File: config.mk
export PLATFORM = sky130hd
export DESIGN_NAME = sqrt_mod_power_of_two_core
export DESIGN_NICKNAME = d
export VERILOG_FILES = /design/src/rtl/sqm2k_pkg.sv /design/src/rtl/sqm2k_front.sv /design/src/rtl/sqm2k_queue.sv /design/src/rtl/sqm2k_back.sv /design/src/rtl/sqrt_mod_power_of_two_core.sv
export SDC_FILE = /design/constraint.sdc
export NUM_CORES = 1
export LEC_CHECK = 0
export CORE_MARGIN = 8
export CORE_UTILIZATION = 46
export CTS_CLUSTER_DIAMETER = 50
export DETAILED_ROUTE_END_ITERATION = 8
export DONT_BUFFER_PORTS = 1
export GPL_TIMING_DRIVEN = 0
export PLACE_DENSITY = 0.66
export SYNTH_ARGS = -nofsm -noshare
export SYNTH_HDL_FRONTEND = slang
export SYNTH_SLANG_ARGS = --single-unit
File: constraint.sdc
create_clock -name clk -period 7.66 [get_ports clk]
set_input_delay 0 -clock clk [delete_from_list [all_inputs] [get_ports clk]]
set_output_delay 0 -clock clk [all_outputs]
set_load 0.05 [all_outputs]
File: src/rtl/sqm2k_pkg.sv
// Package for the square-root-modulo-2^e core.
// Holds the field widths, default parameters and the job descriptor
// passed from the front end to the back end. No dependencies.
package sqm2k_pkg;

  localparam int VALUE_W   = 12;
  localparam int EXP_W     = 4;
  localparam int COUNT_W   = 7;
  localparam int IDX_W     = 6;
  localparam int NB_W      = 3;
  localparam int HALF_W    = 3;
  localparam int NUM_BASE  = 4;

  localparam int MAX_EXP_DEF     = 12;
  localparam int QUEUE_DEPTH_DEF = 2;

  typedef logic [VALUE_W-1:0] value_t;

  typedef struct packed {
    logic [NUM_BASE-1:0][VALUE_W-1:0] base;
    logic [NB_W-1:0]                  nb;
    logic [HALF_W-1:0]                half;
    logic [EXP_W-1:0]                 sh;
    logic [COUNT_W-1:0]               count;
  } desc_t;

endpackage

File: src/rtl/sqm2k_front.sv
// Front end: accepts an item, classifies it and lifts odd parts bit by bit.
// Emits one root descriptor per item into the job queue.
// Depends on sqm2k_pkg.
module sqm2k_front #(
  parameter int MAX_EXP = sqm2k_pkg::MAX_EXP_DEF
) (
  input  logic                               clk,
  input  logic                               rst,
  input  logic                               push,
  output logic                               full,
  input  logic [sqm2k_pkg::VALUE_W-1:0]      value,
  input  logic [sqm2k_pkg::EXP_W-1:0]        exponent,
  output logic                               q_push,
  output sqm2k_pkg::desc_t                   q_wdata,
  input  logic                               q_full
);

  typedef enum logic [1:0] {
    ST_IDLE,
    ST_LIFT,
    ST_PUSH
  } state_t;

  state_t state;

  logic [sqm2k_pkg::EXP_W-1:0]   e_sat;
  logic [sqm2k_pkg::VALUE_W:0]   mask13;
  sqm2k_pkg::value_t             a;
  logic [sqm2k_pkg::EXP_W-1:0]   k;
  sqm2k_pkg::value_t             b;
  logic                          cl_fail;
  logic                          cl_lift;
  logic [sqm2k_pkg::EXP_W-1:0]   cl_ep;
  logic [sqm2k_pkg::HALF_W-1:0]  cl_half;
  logic [sqm2k_pkg::EXP_W-1:0]   cl_sh;
  logic [sqm2k_pkg::NB_W-1:0]    cl_nb;
  sqm2k_pkg::value_t             cl_b0;
  sqm2k_pkg::value_t             cl_b1;

  logic [sqm2k_pkg::EXP_W-1:0]   ep;
  logic [sqm2k_pkg::EXP_W-1:0]   ex;
  sqm2k_pkg::value_t             tgt;
  sqm2k_pkg::value_t             c0;
  sqm2k_pkg::value_t             c1;
  logic                          phase;
  logic                          lifted;
  logic [sqm2k_pkg::NB_W-1:0]    nb;
  logic [sqm2k_pkg::HALF_W-1:0]  half;
  logic [sqm2k_pkg::EXP_W-1:0]   sh;
  logic [sqm2k_pkg::COUNT_W-1:0] count;

  sqm2k_pkg::value_t             pw;
  logic [sqm2k_pkg::VALUE_W:0]   msk13;
  sqm2k_pkg::value_t             sel;
  logic [2*sqm2k_pkg::VALUE_W-1:0] prod;
  logic                          sq_ok;
  logic [sqm2k_pkg::EXP_W-1:0]   ex_next;
  logic [sqm2k_pkg::VALUE_W:0]   p13;

  assign full = (state != ST_IDLE);

  always_comb begin
    if (exponent > sqm2k_pkg::EXP_W'(MAX_EXP)) begin
      e_sat = sqm2k_pkg::EXP_W'(MAX_EXP);
    end else begin
      e_sat = exponent;
    end
    mask13 = ((sqm2k_pkg::VALUE_W+1)'(1) << e_sat) - (sqm2k_pkg::VALUE_W+1)'(1);
    a      = value & mask13[sqm2k_pkg::VALUE_W-1:0];
    k      = '0;
    for (int i = sqm2k_pkg::VALUE_W - 1; i >= 0; i--) begin
      if (a[i]) begin
        k = sqm2k_pkg::EXP_W'(i);
      end
    end
    b = a >> k;

    cl_fail = 1'b0;
    cl_lift = 1'b0;
    cl_ep   = e_sat;
    cl_half = '0;
    cl_sh   = e_sat;
    cl_nb   = sqm2k_pkg::NB_W'(1);
    cl_b0   = '0;
    cl_b1   = '0;
    if (e_sat == sqm2k_pkg::EXP_W'(0)) begin
      cl_b0 = '0;
    end else if (e_sat == sqm2k_pkg::EXP_W'(1)) begin
      cl_b0 = sqm2k_pkg::VALUE_W'(a[0]);
    end else if (e_sat == sqm2k_pkg::EXP_W'(2)) begin
      if (!a[1]) begin
        cl_b0 = sqm2k_pkg::VALUE_W'(a[0]);
        cl_b1 = sqm2k_pkg::VALUE_W'(a[0]) + sqm2k_pkg::VALUE_W'(2);
        cl_nb = sqm2k_pkg::NB_W'(2);
      end else begin
        cl_fail = 1'b1;
      end
    end else if (a[0]) begin
      if (a[2:0] != 3'b001) begin
        cl_fail = 1'b1;
      end else begin
        cl_lift = 1'b1;
        cl_nb   = sqm2k_pkg::NB_W'(4);
      end
    end else if (a == '0) begin
      cl_half = sqm2k_pkg::HALF_W'(e_sat >> 1);
      cl_sh   = e_sat - sqm2k_pkg::EXP_W'(cl_half);
    end else if (k[0]) begin
      cl_fail = 1'b1;
    end else begin
      cl_ep   = e_sat - k;
      cl_half = sqm2k_pkg::HALF_W'(k >> 1);
      cl_sh   = sqm2k_pkg::EXP_W'(cl_half) + cl_ep;
      if (cl_ep == sqm2k_pkg::EXP_W'(1)) begin
        cl_b0 = sqm2k_pkg::VALUE_W'(1);
      end else if (cl_ep == sqm2k_pkg::EXP_W'(2)) begin
        if (!b[1]) begin
          cl_b0 = sqm2k_pkg::VALUE_W'(1);
          cl_b1 = sqm2k_pkg::VALUE_W'(3);
          cl_nb = sqm2k_pkg::NB_W'(2);
        end else begin
          cl_fail = 1'b1;
        end
      end else if (b[2:0] != 3'b001) begin
        cl_fail = 1'b1;
      end else begin
        cl_lift = 1'b1;
        cl_nb   = sqm2k_pkg::NB_W'(4);
      end
    end
  end

  always_comb begin
    pw      = sqm2k_pkg::VALUE_W'(1) << ex;
    msk13   = ((sqm2k_pkg::VALUE_W+1)'(1) << (ex + sqm2k_pkg::EXP_W'(1)))
              - (sqm2k_pkg::VALUE_W+1)'(1);
    sel     = phase ? c1 : c0;
    prod    = sel * sel;
    sq_ok   = ((prod[sqm2k_pkg::VALUE_W-1:0] ^ tgt) & msk13[sqm2k_pkg::VALUE_W-1:0]) == '0;
    ex_next = ex + sqm2k_pkg::EXP_W'(1);
    p13     = (sqm2k_pkg::VALUE_W+1)'(1) << ep;
  end

  always_comb begin
    q_push        = (state == ST_PUSH) && !q_full;
    q_wdata.nb    = nb;
    q_wdata.half  = half;
    q_wdata.sh    = sh;
    q_wdata.count = count;
    if (lifted) begin
      q_wdata.base[0] = c0;
      q_wdata.base[1] = sqm2k_pkg::VALUE_W'(p13 - (sqm2k_pkg::VALUE_W+1)'(c0));
      q_wdata.base[2] = c1;
      q_wdata.base[3] = sqm2k_pkg::VALUE_W'(p13 - (sqm2k_pkg::VALUE_W+1)'(c1));
    end else begin
      q_wdata.base[0] = c0;
      q_wdata.base[1] = c1;
      q_wdata.base[2] = '0;
      q_wdata.base[3] = '0;
    end
  end

  always_ff @(posedge clk) begin
    if (rst) begin
      state <= ST_IDLE;
    end else begin
      unique case (state)
        ST_IDLE: begin
          if (push) begin
            ep     <= cl_ep;
            tgt    <= b;
            nb     <= cl_nb;
            half   <= cl_half;
            sh     <= cl_sh;
            count  <= cl_fail ? '0 : (sqm2k_pkg::COUNT_W'(cl_nb) << cl_half);
            lifted <= cl_lift;
            ex     <= sqm2k_pkg::EXP_W'(3);
            phase  <= 1'b0;
            if (cl_lift) begin
              c0 <= sqm2k_pkg::VALUE_W'(1);
              c1 <= sqm2k_pkg::VALUE_W'(3);
            end else begin
              c0 <= cl_b0;
              c1 <= cl_b1;
            end
            if (cl_lift && cl_ep != sqm2k_pkg::EXP_W'(3)) begin
              state <= ST_LIFT;
            end else begin
              state <= ST_PUSH;
            end
          end
        end
        ST_LIFT: begin
          if (!phase && !sq_ok) begin
            phase <= 1'b1;
          end else begin
            if (!phase) begin
              c1 <= pw - c0;
            end else if (sq_ok) begin
              c0 <= c1;
              c1 <= pw - c1;
            end else begin
              c0 <= pw - c1;
            end
            phase <= 1'b0;
            ex    <= ex_next;
            if (ex_next == ep) begin
              state <= ST_PUSH;
            end
          end
        end
        ST_PUSH: begin
          if (!q_full) begin
            state <= ST_IDLE;
          end
        end
        default: begin
          state <= ST_IDLE;
        end
      endcase
    end
  end

  a_lift_in_range: assert property (@(posedge clk) disable iff (rst)
    (state == ST_LIFT) |-> (ex < ep))
    else $error("lift step past target exponent");

  a_lift_odd: assert property (@(posedge clk) disable iff (rst)
    (state == ST_LIFT) |-> (c0[0] && c1[0]))
    else $error("lift candidate lost odd parity");

endmodule

File: src/rtl/sqm2k_queue.sv
// Short job queue between front end and back end.
// Register-based FIFO of root descriptors. Depends on sqm2k_pkg.
module sqm2k_queue #(
  parameter int DEPTH = sqm2k_pkg::QUEUE_DEPTH_DEF
) (
  input  logic             clk,
  input  logic             rst,
  input  logic             push,
  input  sqm2k_pkg::desc_t wdata,
  output logic             full,
  input  logic             pop,
  output sqm2k_pkg::desc_t rdata,
  output logic             empty
);

  localparam int AW = (DEPTH > 1) ? $clog2(DEPTH) : 1;
  localparam int CW = $clog2(DEPTH + 1);

  sqm2k_pkg::desc_t mem [DEPTH];
  logic [AW-1:0]    wr_ptr;
  logic [AW-1:0]    rd_ptr;
  logic [CW-1:0]    count;
  logic             do_push;
  logic             do_pop;

  assign full    = (count == CW'(DEPTH));
  assign empty   = (count == '0);
  assign do_push = push && !full;
  assign do_pop  = pop && !empty;
  assign rdata   = mem[rd_ptr];

  always_ff @(posedge clk) begin
    if (do_push) begin
      mem[wr_ptr] <= wdata;
    end
  end

  always_ff @(posedge clk) begin
    if (rst) begin
      wr_ptr <= '0;
      rd_ptr <= '0;
      count  <= '0;
    end else begin
      if (do_push) begin
        wr_ptr <= (wr_ptr == AW'(DEPTH - 1)) ? '0 : wr_ptr + AW'(1);
      end
      if (do_pop) begin
        rd_ptr <= (rd_ptr == AW'(DEPTH - 1)) ? '0 : rd_ptr + AW'(1);
      end
      if (do_push && !do_pop) begin
        count <= count + CW'(1);
      end else if (do_pop && !do_push) begin
        count <= count - CW'(1);
      end
    end
  end

  a_count_bound: assert property (@(posedge clk) disable iff (rst)
    count <= CW'(DEPTH))
    else $error("queue count overflow");

endmodule

File: src/rtl/sqm2k_back.sv
// Back end: expands a root descriptor into results, one per cycle while the
// registered result stage it drives is free or popped. Depends on sqm2k_pkg.
module sqm2k_back (
  input  logic                              clk,
  input  logic                              rst,
  output logic                              q_pop,
  input  sqm2k_pkg::desc_t                  q_rdata,
  input  logic                              q_empty,
  output logic                              empty,
  input  logic                              pop,
  output logic [sqm2k_pkg::VALUE_W-1:0]     root,
  output logic                              found,
  output logic [sqm2k_pkg::COUNT_W-1:0]     root_count,
  output logic                              last
);

  sqm2k_pkg::desc_t              d;
  logic                          active;
  logic                          ovalid;
  logic [sqm2k_pkg::IDX_W-1:0]   i;
  logic [1:0]                    j;
  logic [sqm2k_pkg::COUNT_W-1:0] idx;

  logic                          adv;
  logic                          fail;
  logic                          is_last;
  sqm2k_pkg::value_t             cur_root;

  assign empty = !ovalid;
  assign q_pop = !active && !q_empty;
  assign adv   = active && (!ovalid || pop);

  always_comb begin
    fail     = (d.count == '0);
    is_last  = fail || (idx == d.count - sqm2k_pkg::COUNT_W'(1));
    cur_root = (d.base[j] << d.half)
               + (sqm2k_pkg::VALUE_W'(i) << d.sh);
  end

  always_ff @(posedge clk) begin
    if (rst) begin
      active <= 1'b0;
      ovalid <= 1'b0;
    end else begin
      if (adv) begin
        root       <= fail ? '0 : cur_root;
        found      <= !fail;
        root_count <= d.count;
        last       <= is_last;
        ovalid     <= 1'b1;
        idx        <= idx + sqm2k_pkg::COUNT_W'(1);
        if (is_last) begin
          active <= 1'b0;
        end else if ({1'b0, j} == d.nb - sqm2k_pkg::NB_W'(1)) begin
          j <= '0;
          i <= i + sqm2k_pkg::IDX_W'(1);
        end else begin
          j <= j + 2'd1;
        end
      end else if (pop) begin
        ovalid <= 1'b0;
      end
      if (q_pop) begin
        d      <= q_rdata;
        active <= 1'b1;
        i      <= '0;
        j      <= '0;
        idx    <= '0;
      end
    end
  end

  a_idx_bound: assert property (@(posedge clk) disable iff (rst)
    (active && d.count != '0) |-> (idx < d.count))
    else $error("root index past count");

  a_fail_shape: assert property (@(posedge clk) disable iff (rst)
    (ovalid && !found) |-> (last && root == '0 && root_count == '0))
    else $error("malformed not-found result");

  a_found_count: assert property (@(posedge clk) disable iff (rst)
    (ovalid && found) |-> (root_count != '0))
    else $error("found result with zero count");

endmodule

File: src/rtl/sqrt_mod_power_of_two_core.sv
// Square roots modulo 2^e: front end, job queue and back end.
// The odd-part lift works one bit at a time above the third, one squarer
// shared. Throughput: the back end emits one root per cycle while its
// result stage is free or popped, up to 64 per item. The front end takes
// no new item until the previous item's descriptor is in the queue.
// Reset (rst, synchronous) empties queue and result stage; no clearing pass.
module sqrt_mod_power_of_two_core #(
  parameter int MAX_EXP     = sqm2k_pkg::MAX_EXP_DEF,
  parameter int QUEUE_DEPTH = sqm2k_pkg::QUEUE_DEPTH_DEF
) (
  input  logic                              clk,
  input  logic                              rst,
  input  logic                              push,
  output logic                              full,
  input  logic [sqm2k_pkg::VALUE_W-1:0]     value,
  input  logic [sqm2k_pkg::EXP_W-1:0]       exponent,
  output logic                              empty,
  input  logic                              pop,
  output logic [sqm2k_pkg::VALUE_W-1:0]     root,
  output logic                              found,
  output logic [sqm2k_pkg::COUNT_W-1:0]     root_count,
  output logic                              last
);

  logic             q_push;
  logic             q_full;
  logic             q_pop;
  logic             q_empty;
  sqm2k_pkg::desc_t q_wdata;
  sqm2k_pkg::desc_t q_rdata;

  sqm2k_front #(
    .MAX_EXP (MAX_EXP)
  ) u_front (
    .clk      (clk),
    .rst      (rst),
    .push     (push),
    .full     (full),
    .value    (value),
    .exponent (exponent),
    .q_push   (q_push),
    .q_wdata  (q_wdata),
    .q_full   (q_full)
  );

  sqm2k_queue #(
    .DEPTH (QUEUE_DEPTH)
  ) u_queue (
    .clk   (clk),
    .rst   (rst),
    .push  (q_push),
    .wdata (q_wdata),
    .full  (q_full),
    .pop   (q_pop),
    .rdata (q_rdata),
    .empty (q_empty)
  );

  sqm2k_back u_back (
    .clk        (clk),
    .rst        (rst),
    .q_pop      (q_pop),
    .q_rdata    (q_rdata),
    .q_empty    (q_empty),
    .empty      (empty),
    .pop        (pop),
    .root       (root),
    .found      (found),
    .root_count (root_count),
    .last       (last)
  );

endmodule
==> results.py, run 1 <==
metrics = {
    "global_route": {
        "grt_util_all_layers_pct": 18.1,
        "grt_pass1_vias": 13246,
        "grt_start_max_net_pins": 66,
        "grt_overflow": 0,
        "antenna_found_initial": 1,
        "grt_pass1_wl_um": 70200,
    },
    "timing": {
        "rsz0062_at_grt": "false",
        "fin_crit_sh_pct": 95.3,
        "final_hold_viol_count": 0,
        "finalMaxSlewViolations": 0,
        "finalSetupViolations": 0,
        "max_slew.worst_pin.slew_ns": 1.34,
        "clock.fmax_mhz": 137,
        "fin_skew_ns": 0.0247,
        "max_slew_margin_pct": 10.2,
        "post-route-min-period_ns": 7.30,
    },
    "route": {
        "viasPerCell": 5.63,
        "drtIter0Drc": 801,
        "wl_per_cell_um": 18.6,
        "drt_first_pass_iters": 6,
        "via_count": 13103,
        "ant_nets": 0,
        "drc": 0,
        "totalWireLength_um": 43400,
    },
    "power": {
        "vdd_ir_drop_max_mv": 0.226,
        "finalPower_mw": 7.02,
        "p_per_area_mw_per_mm2": 330,
        "p_leak_nw": 7.97,
    },
    "synthesis": {
        "yosysTopAreaCellShare_pct": 46.0,
        "ys_async_sr_fraction_pct": 0,
        "synthCells": 1716,
        "yosysWarnings": 0,
        "synth_seq_cells": 301,
        "yosysMostFrequentCell": "edfxtp_1",
        "yosysUniqueCellTypes": 102,
        "synth_ff_type": "edfxtp_1",
        "synth_fp_nets": 1887,
        "synth_area_leaders": "edfxtp_1, ha_1, mux2_2",
        "synth_edf_count": 293,
        "synth_top_area_cell": "edfxtp_1",
        "syn-cell-area_sq_mm": 0.0191,
        "yosys-top-cells-count": "edfxtp_1, nor2_1, inv_1",
        "ys_seq_area_share_pct": 46.9,
        "synth.avg_cell_area_sq_um": 11.1,
    },
    "cts": {
        "cts_buffer_depth": 3,
        "cts_num_sinks": 301,
        "cts_made_buffers": 38,
        "path_clk_slew_ns": 0.06,
        "clock_latency_ns": 0.55,
        "cts_tree": "built",
        "clk_root_buffer_cell": "clkbuf_16",
        "htreeDepth": 2,
    },
    "die": {
        "die_x_um": 220,
        "io-pin-count": 43,
        "die-area_sq_mm": 0.0483,
        "start_util_pct": 46.7,
        "dieHeight_um": 220,
        "fp-row-count": 74,
        "design.core.area_sq_mm": 0.0409,
    },
    "setup_path": {
        "regToRegSetupSlack_ns": 0.36,
        "r2r_end": "u_front.c1[7]",
        "crit_buf_inv": 6,
        "cp_max_fo": 12,
        "critPathKind": "reg2reg",
        "start_kind": "flip-flop",
        "cp_common_cell": "fa_1",
        "cp_slowest_stage_delay_ns": 0.57,
        "critPathArrivalTime_ns": 7.48,
        "end_kind": "flip-flop",
        "reg2regPathDepth": 21,
        "crit_start": "u_front.phase",
        "cp.depth": 21,
        "critical-path-top-delay-family": "adder cells",
        "r2r_start": "u_front.phase",
        "crit_slowest_cell": "fa_1",
        "worstPathRequired_ns": 7.84,
        "crit_chain": "clkbuf_1 > clkbuf_2 > clkbuf_2 > mux2i_1 > nor2_1 > fa_1 > fa_1 > fa_1 > fa_1 > inv_1 > fa_1 > inv_1 > ha_1 > xor2_1 > or3_1 > a31oi_1 > a21oi_1 > nor3_4 > clkbuf_2 > nor2_1 > nor2_4",
    },
    "flow_run": {
        "max-cap-violations": 0,
    },
    "layout": {
        "nFillCells": 3555,
        "areaGrowthSynthToFinish_pct": 11.1,
        "fin_util_pct": 51.9,
        "regArea_sq_mm": 0.00896,
        "nNetsFinal": 1939,
        "multi_input_area_sq_mm": 0.00939,
        "instances_no_fill": 2329,
        "drive_gt1_share_pct": 12.9,
    },
    "min_path": {
        "whs_endpoint": "u_front.ep[2]",
        "whs_path_depth": 3,
        "hold_start": "exponent[2]",
        "hold_path_class": "in2reg",
    },
    "place": {
        "dpl.cell_count": 2253,
        "dp_hpwl_um": 33000,
        "place.gp.congestion": 0.901,
        "io_buffers": 0,
    },
    "outcome": {
        "status": "completed",
    },
}
## worst max-delay path by stage
stage / end / slack (ns)
global placement: u_front.c1[9] / -1.25
CTS: u_front.c1[7] / 0.20
floorplan: u_front.c1[0] / 0.67
finish: u_front.c1[7] / 0.36
detailed placement: u_front.c1[8] / -1.25
global route: u_front.c1[7] / 0.04
## final cells by class
type	count	share of cell area, %
multi-input combinational	1207	44.2
sequential	301	42.2
clock buffer	47	4.68
tap	532	3.13
inverter	149	2.64
clock inverter	21	1.24
buffer	59	1.20
timing repair buffer	12	0.707
antenna	1	0.0118
## report_power, final
part	total, mW	switching [mW]	internal [mW]	leakage, nW
clock	1.75	0.709	1.05	0.602
sequential	2.41	0.210	2.20	2.77
combinational	2.85	1.62	1.23	4.60
total	7.02	2.54	4.48	7.97
## worst reg2reg max path, delay by kind of cell (launching register included)
kind                       cells  cell delay [ns]
adders and majority gates      6             2.87
xor gates and xnor gates       1             0.17
buffers and inverters          6             1.59
AOI/OAI and AO/OA              2             0.29
DFF                            1             0.32
muxes                          1             0.48
and+or+nand+nor                5             1.22
## stage by stage
stage | TNS (ns) | hold WS (ns) | cell area, sq um | setup slack, ns
after CTS | 0 | 0.0257 | 21200 | 0.205
after global routing | 0 | 0.0390 | 21200 | 0.0446
after floorplan | 0 | 0.181 | 19100 | 0.667
after global placement | -21.21 | 0.198 | 19800 | -1.25
after detailed placement | -21.57 | 0.210 | 19900 | -1.25
final | 0 | 0.0608 | 21200 | 0.363
## repair_timing
action                                  in CTS  in global routing
pin swaps                                    1                  0
gates resized for setup                      5                  4
buffers inserted                             1                  0
endpoints found under the hold margin       25                  0
hold buffers                                 6                  0
endpoints found under the setup margin      27                 16
## routing by layer
layer / track usage [%] / routed length [um]
met1: 24.0 / 19600
met2: 30.7 / 21100
met3: 2.52 / 1880
met4: 5.28 / 883
met5: 0 / 0
## cells by family after synthesis
kind of cell,after synthesis,share of synthesized area [%]
AND/OR/NAND/NOR,518,13.6
AO/OA/AOI/OAI,314,11.4
flip-flops,301,46.9
buffers and inverters,208,4.25
adder cells (fa/ha/maj),152,11.5
multiplexers,128,7.98
XOR/XNOR,95,4.45
## state kept, by name, indices dropped and copies added, names as in the netlist, 6 cells and up
signal and flops:
u_front.count 7, u_front.tgt 12, u_front.c0 12, u_back.root 12, u_back.idx 7, u_back.d 65, u_queue.mem 130, u_back.root_count 7
u_back.i 6, u_front.c1 12
## placed cells by master, fill, tap and decap left out, types with 6 or more instances in the layout
| cell type | n |
|---|---|
| nor3_1 | 31 |
| a31oi_1 | 6 |
| or2_2 | 12 |
| a21o_1 | 8 |
| o21a_1 | 10 |
| nor3b_1 | 14 |
| a22oi_1 | 6 |
| dfxtp_1 | 8 |
| mux4_2 | 12 |
| xnor2_1 | 58 |
| nand2b_1 | 20 |
| xor2_1 | 36 |
| ha_1 | 111 |
| inv_1 | 145 |
| nor2b_1 | 27 |
| nor2_1 | 183 |
| fa_1 | 40 |
| nand3_1 | 27 |
| nand3b_1 | 6 |
| and2_1 | 39 |
| o211ai_1 | 9 |
| o21ai_0 | 84 |
| a211oi_1 | 12 |
| or3_1 | 11 |
| clkbuf_1 | 50 |
| mux2i_1 | 39 |
| nand4_1 | 8 |
| a21boi_0 | 22 |
| o21ai_1 | 6 |
| dlygate4sd3_1 | 6 |
| a21oi_1 | 66 |
| mux2_2 | 76 |
| nand2_1 | 99 |
| buf_1 | 6 |
| o22ai_1 | 12 |
| edfxtp_1 | 293 |
| clkbuf_16 | 38 |
(Power assumes the default switching activity.)
==> run 2, diff against run 1 <==
RECOVER_POWER = 50   (was default)
SETUP_SLACK_MARGIN = 0.15   (was default)
==> run 2 against run 1 <==
Net effect:
- the run now ends with capacitance limit, slew limit left
- via count is 0.11% higher
- non-clock buffer count did not move
- die area unchanged
- total power hardly changed
- critical path depth unchanged
- design area shrank 0.18%
- clock-buffer cell count unchanged
- cell count did not move
- sequential power is essentially flat
- global-route usage stayed put
- sequential share of layout area rose by 0.075 points
- critical path type unchanged
- critical endpoint unchanged
- largest power group unchanged
==> results.py, run 2 (synthesis results as in run 1) <==
metrics = {
    "global_route": {
        "grt_overflow": 0,
        "antenna_found_initial": 1,
        "grt_start_max_net_pins": 66,
        "grt_pass1_vias": 13246,
        "grt_pass1_wl_um": 70200,
        "grt_util_all_layers_pct": 18.1,
    },
    "timing": {
        "clock.fmax_mhz": 142,
        "post-route-min-period_ns": 7.02,
        "fin_skew_ns": 0.0235,
        "finalMaxSlewViolations": 61,
        "tns_ns": 0,
        "final_hold_viol_count": 0,
        "fin_crit_sh_pct": 91.7,
        "rsz0062_at_grt": "false",
        "max_slew.worst_pin.slew_ns": 2.54,
        "max_slew_margin_pct": -69.8,
        "finalSetupViolations": 0,
    },
    "flow_run": {
        "max-cap-violations": 2,
    },
    "die": {
        "fp-row-count": 74,
        "die_x_um": 220,
        "dieHeight_um": 220,
        "design.core.area_sq_mm": 0.0409,
        "start_util_pct": 46.7,
        "io-pin-count": 43,
        "die-area_sq_mm": 0.0483,
    },
    "setup_path": {
        "critPathArrivalTime_ns": 7.21,
        "r2r_end": "u_front.c1[7]",
        "start_kind": "flip-flop",
        "worstPathRequired_ns": 7.84,
        "cp_max_fo": 12,
        "reg2regPathDepth": 21,
        "r2r_start": "u_front.phase",
        "regToRegSetupSlack_ns": 0.64,
        "critPathKind": "reg2reg",
        "end_kind": "flip-flop",
    },
    "cts": {
        "clk_root_buffer_cell": "clkbuf_16",
        "clock_latency_ns": 0.55,
        "cts_buffer_depth": 3,
        "cts_tree": "built",
        "htreeDepth": 2,
        "cts_made_buffers": 38,
        "cts_num_sinks": 301,
        "path_clk_slew_ns": 0.06,
    },
    "power": {
        "vdd_ir_drop_max_mv": 0.226,
        "p_int_mw": 4.47,
        "p_clk_share_pct": 25.1,
        "p_leak_nw": 7.94,
        "swShare_pct": 36.3,
        "p_switching_mw": 2.54,
        "p_per_area_mw_per_mm2": 331,
        "combPwrFrac_pct": 40.4,
        "seqPwrFrac_pct": 34.5,
    },
    "layout": {
        "final_common_cell": "edfxtp_1",
        "drive_gt1_share_pct": 12.0,
        "regMostFlops": "u_queue.mem",
        "reg.largest.list": "u_queue.mem x130, u_back.d x65",
        "areaGrowthSynthToFinish_pct": 10.9,
        "fin_area_sq_mm": 0.0212,
        "nNetsFinal": 1939,
        "instances_no_fill": 2329,
        "final_cell_mix": "edfxtp_1, nor2_1, inv_1",
        "largest_reg_flops": 130,
    },
    "place": {
        "dp_hpwl_um": 33000,
        "dpl.cell_count": 2253,
        "io_buffers": 0,
        "placed_area_sq_mm": 0.0199,
        "place.gp.congestion": 0.901,
    },
    "route": {
        "totalWireLength_um": 43400,
        "drt_first_pass_iters": 5,
        "drc": 0,
        "ant_nets": 0,
        "drtIter0Drc": 838,
        "viasPerCell": 5.63,
        "via_count": 13118,
        "wl_per_cell_um": 18.6,
    },
    "outcome": {
        "violations": "capacitance limit, slew limit",
        "status": "finished, violations left",
    },
    "min_path": {
        "whs_endpoint": "u_front.ep[2]",
        "hold_path_class": "in2reg",
        "hold_start": "exponent[2]",
        "whs_path_depth": 3,
    },
}
==> run 2: changes by cell type in the layout (fill, tap and decap cells not counted), moves of 3 or more <==
cell     delta
mux2i_2     +3
mux2_2     -14
and2_1     -14
and2_0     +14
mux2i_1     -3
mux2_1     +14
==> run 2: routing by layer <==
| layer | up-vias | global-route usage [%] | part of all wire [%] |
|---|---|---|---|
| met2 | 320 | 30.7 | 48 |
| met3 | 56 | 2.52 | 4.4 |
| li1 | 6301 | - | - |
| met5 | - | 0 | 0 |
| met4 | 0 | 5.28 | 2.0 |
| met1 | 6441 | 24.0 | 45 |
==> run 2: power by group through the flow <==
stage / clock network [mW] / registers (mW) / logic (mW)
after global routing: 1.86 / 2.45 / 3.20
after floorplan: 0 / 2.41 / 2.22
after CTS: 1.79 / 2.42 / 2.87
after global placement: 0 / 2.46 / 2.72
final: 1.76 / 2.42 / 2.83
after detailed placement: 0 / 2.45 / 2.83
==> run 2: layout make-up <==
| cell class | count | area [sq um] |
|---|---|---|
| multi-input cells | 1207 | 9380 |
| clock inverters | 21 | 263 |
| diodes | 1 | 2.50 |
| plain buffers | 59 | 258 |
| clock buffers | 47 | 995 |
| flip-flops and latches | 301 | 8960 |
| well taps | 532 | 666 |
| repair buffers | 12 | 119 |
| inverters | 149 | 562 |
| fillers | 3561 | 19700 |
==> run 2: repair_timing <==
action	4_1_cts	5_1_grt
setup endpoints to repair	31	18
setup buffers	1	0
endpoints found under the hold margin	25	0
gates resized for setup	5	11
pin swaps	1	0
hold buffers	6	0
==> run 2: metrics by stage <==
step	power, mW	utilization (%)	setup WS, ns	hold slack (ns)
2_1_floorplan	4.63	-	0.667	0.181
3_3_place_gp	5.18	48.3	-1.25	0.198
3_5_place_dp	5.28	48.6	-1.25	0.210
4_1_cts	7.08	51.9	0.205	0.0257
5_1_grt	7.51	51.8	0.345	0.0390
6_report	7.01	51.8	0.638	0.0576
==> run 2: worst max path at each step <==
| stage | cells past startpoint | from | slack, ns | to |
|---|---|---|---|---|
| final | 21 | u_front.phase | 0.64 | u_front.c1[7] |
| after global routing | 25 | u_front.phase | 0.34 | u_front.c1[7] |
| after CTS | 21 | u_front.phase | 0.20 | u_front.c1[7] |
| after detailed placement | 21 | u_front.phase | -1.25 | u_front.c1[8] |
| after global placement | 21 | u_front.phase | -1.25 | u_front.c1[9] |
| after floorplan | 21 | u_front.phase | 0.67 | u_front.c1[0] |
==> run 2: worst max-delay path, cell delays in order (launching register included) <==
cell      delay, ns
edfxtp_1       0.32
clkbuf_2       0.24
clkbuf_2       0.33
clkbuf_2       0.36
mux2i_2        0.41
nor2_1         0.14
fa_1           0.46
fa_1           0.57
fa_1           0.45
fa_1           0.55
inv_1          0.06
fa_1           0.53
inv_1          0.04
ha_1           0.31
xor2_1         0.17
or3_1          0.30
a31oi_1        0.17
a21oi_1        0.11
nor3_4         0.24
clkbuf_2       0.37
nor2_1         0.13
nor2_4         0.38
==> run 3, diff against run 2 <==
CORE_UTILIZATION = 45   (was 46)
PLACE_DENSITY = 0.65   (was 0.66)
==> run 3 against run 2 <==
Net effect:
- highest routed layer is now met5
- the flow still finishes with violations (capacitance limit, slew limit)
- global-route usage fell by 0.46 points
- largest power group unchanged
- total power fell by 1.6%
- sequential share of layout area rose by 0.20 points
- clock-buffer cell count is 5 lower
- first-iteration DRC count is 18% higher
==> results.py, run 3 (synthesis results as in run 1) <==
metrics = {
    "setup_path": {
        "crit_chain": "clkbuf_2 > buf_2 > buf_2 > mux2i_2 > nor2_1 > fa_1 > fa_1 > fa_1 > fa_1 > inv_1 > fa_1 > inv_1 > ha_1 > xor2_1 > or3_1 > a31oi_1 > a21oi_1 > nor3_4 > buf_4 > o21ai_0 > a22o_1 > o211a_1 > dlygate4sd3_1",
        "cp_common_cell": "fa_1",
        "worstPathRequired_ns": 8.09,
        "crit_slowest_cell": "fa_1",
        "critical-path-top-delay-family": "adder cells",
        "cp_max_fo": 10,
        "crit_buf_inv": 7,
        "cp_slowest_stage_delay_ns": 0.57,
        "critPathKind": "reg2reg",
        "end_kind": "flip-flop",
        "critPathArrivalTime_ns": 7.61,
        "start_kind": "flip-flop",
    },
    "die": {
        "start_util_pct": 45.6,
        "io-pin-count": 43,
        "die_x_um": 222,
        "design.core.area_sq_mm": 0.0419,
        "fp-row-count": 75,
        "dieHeight_um": 222,
        "die-area_sq_mm": 0.0493,
    },
    "timing": {
        "clock.fmax_mhz": 139,
        "rsz0062_at_grt": "false",
        "finalSetupViolations": 0,
        "post-route-min-period_ns": 7.18,
        "fin_skew_ns": 0.0218,
        "final_hold_viol_count": 0,
        "max_slew.worst_pin.slew_ns": 2.42,
        "fin_crit_sh_pct": 93.8,
        "max_slew_margin_pct": -62.1,
        "finalMaxSlewViolations": 48,
    },
    "layout": {
        "fin_area_sq_mm": 0.0211,
        "nNetsFinal": 1936,
        "final_cell_mix": "edfxtp_1, nor2_1, inv_1",
        "diodes": 0,
        "final_common_cell": "edfxtp_1",
        "reg.largest.list": "u_queue.mem x130, u_back.d x65",
        "drive_gt1_share_pct": 11.5,
        "largest_reg_flops": 130,
        "areaGrowthSynthToFinish_pct": 10.4,
        "regMostFlops": "u_queue.mem",
    },
    "global_route": {
        "grt_overflow": 0,
        "grt_util_all_layers_pct": 17.6,
        "grt_pass1_wl_um": 70600,
        "grt_start_max_net_pins": 66,
        "antenna_found_initial": 1,
        "grt_pass1_vias": 13164,
    },
    "cts": {
        "clk_root_buffer_cell": "clkbuf_16",
        "cts_buffer_depth": 3,
        "path_clk_slew_ns": 0.06,
        "clock_latency_ns": 0.55,
        "cts_num_sinks": 301,
        "cts_made_buffers": 34,
        "cts_tree": "built",
        "htreeDepth": 2,
    },
    "power": {
        "vdd_ir_drop_max_mv": 0.198,
        "finalPower_mw": 6.89,
        "p_per_area_mw_per_mm2": 327,
        "p_leak_nw": 7.90,
    },
    "min_path": {
        "hold_path_class": "in2reg",
    },
    "place": {
        "placed_area_sq_mm": 0.0199,
        "dp_hpwl_um": 33200,
        "io_buffers": 0,
        "place.gp.congestion": 0.896,
    },
    "outcome": {
        "violations": "capacitance limit, slew limit",
        "status": "finished, violations left",
    },
    "route": {
        "ant_nets": 0,
        "totalWireLength_um": 43700,
        "via_count": 13086,
        "wl_per_cell_um": 18.8,
        "drc": 0,
        "viasPerCell": 5.62,
        "drt_first_pass_iters": 5,
        "drtIter0Drc": 992,
    },
    "flow_run": {
        "max-cap-violations": 2,
    },
}
## run 3: worst paths after layout
| kind | startpoint | end | slack (ns) | cells after the start |
|---|---|---|---|---|
| setup / recovery | u_front.phase | u_front.state[0] | 0.48 | 23 |
| hold / removal | exponent[2] | u_front.ep[2] | 0.03 | 3 |
| setup reg to reg | u_front.phase | u_front.state[0] | 0.48 | 23 |
| hold reg to reg | u_front.count[4] | u_queue.mem[1][4] | 0.45 | 0 |
## run 3: through the flow
| stage | std cells | util (%) | TNS, ns | setup slack [ns] | hold WS [ns] |
|---|---|---|---|---|---|
| floorplan | 1716 | - | 0 | 0.667 | 0.181 |
| finish | 2329 | 50.3 | 0 | 0.476 | 0.0264 |
| global placement | 2255 | 47.2 | -20.41 | -1.23 | 0.201 |
| detailed placement | 2260 | 47.5 | -21.14 | -1.27 | 0.231 |
| global route | 2329 | 50.3 | 0 | 0.136 | 0.0522 |
| CTS | 2329 | 50.4 | 0 | 0.226 | 0.00806 |
## run 3: what timing repair did
action | 4_1_cts | 5_1_grt
setup buffers | 1 | 0
setup endpoints to repair | 27 | 17
pin swaps | 1 | 0
hold buffers | 7 | 0
gates resized for setup | 8 | 4
hold endpoints to repair | 21 | 0
## run 3: metal layers
| layer | wire length [um] | GRT usage, % | share of wire (%) |
|---|---|---|---|
| met1 | 19500 | 22.9 | 45 |
| met2 | 21100 | 29.7 | 48 |
| met3 | 1870 | 3.08 | 4.3 |
| met4 | 1190 | 5.56 | 2.7 |
| met5 | 12 | 0 | 0.027 |
## run 3: layout make-up
type / count / area [sq um]
inverter: 149 / 562
sequential: 301 / 8960
multi-input combinational: 1207 / 9370
buffer: 59 / 256
clock inverter: 19 / 225
clock buffer: 42 / 902
timing repair buffer: 13 / 153
fill: 3655 / 20800
tap: 539 / 674
## run 3: worst min-delay path, delay by kind of cell
family | cells | cell delay [ns]
AOI/OAI and AO/OA | 1 | 0.16
buffers and inverters | 1 | 0.15
and+or+nand+nor | 1 | 0.14
## run 3: power breakdown
part / total (mW) / switching, mW / internal, mW
sequential: 2.42 / 0.211 / 2.21
clock: 1.64 / 0.653 / 0.984
combinational: 2.84 / 1.62 / 1.22
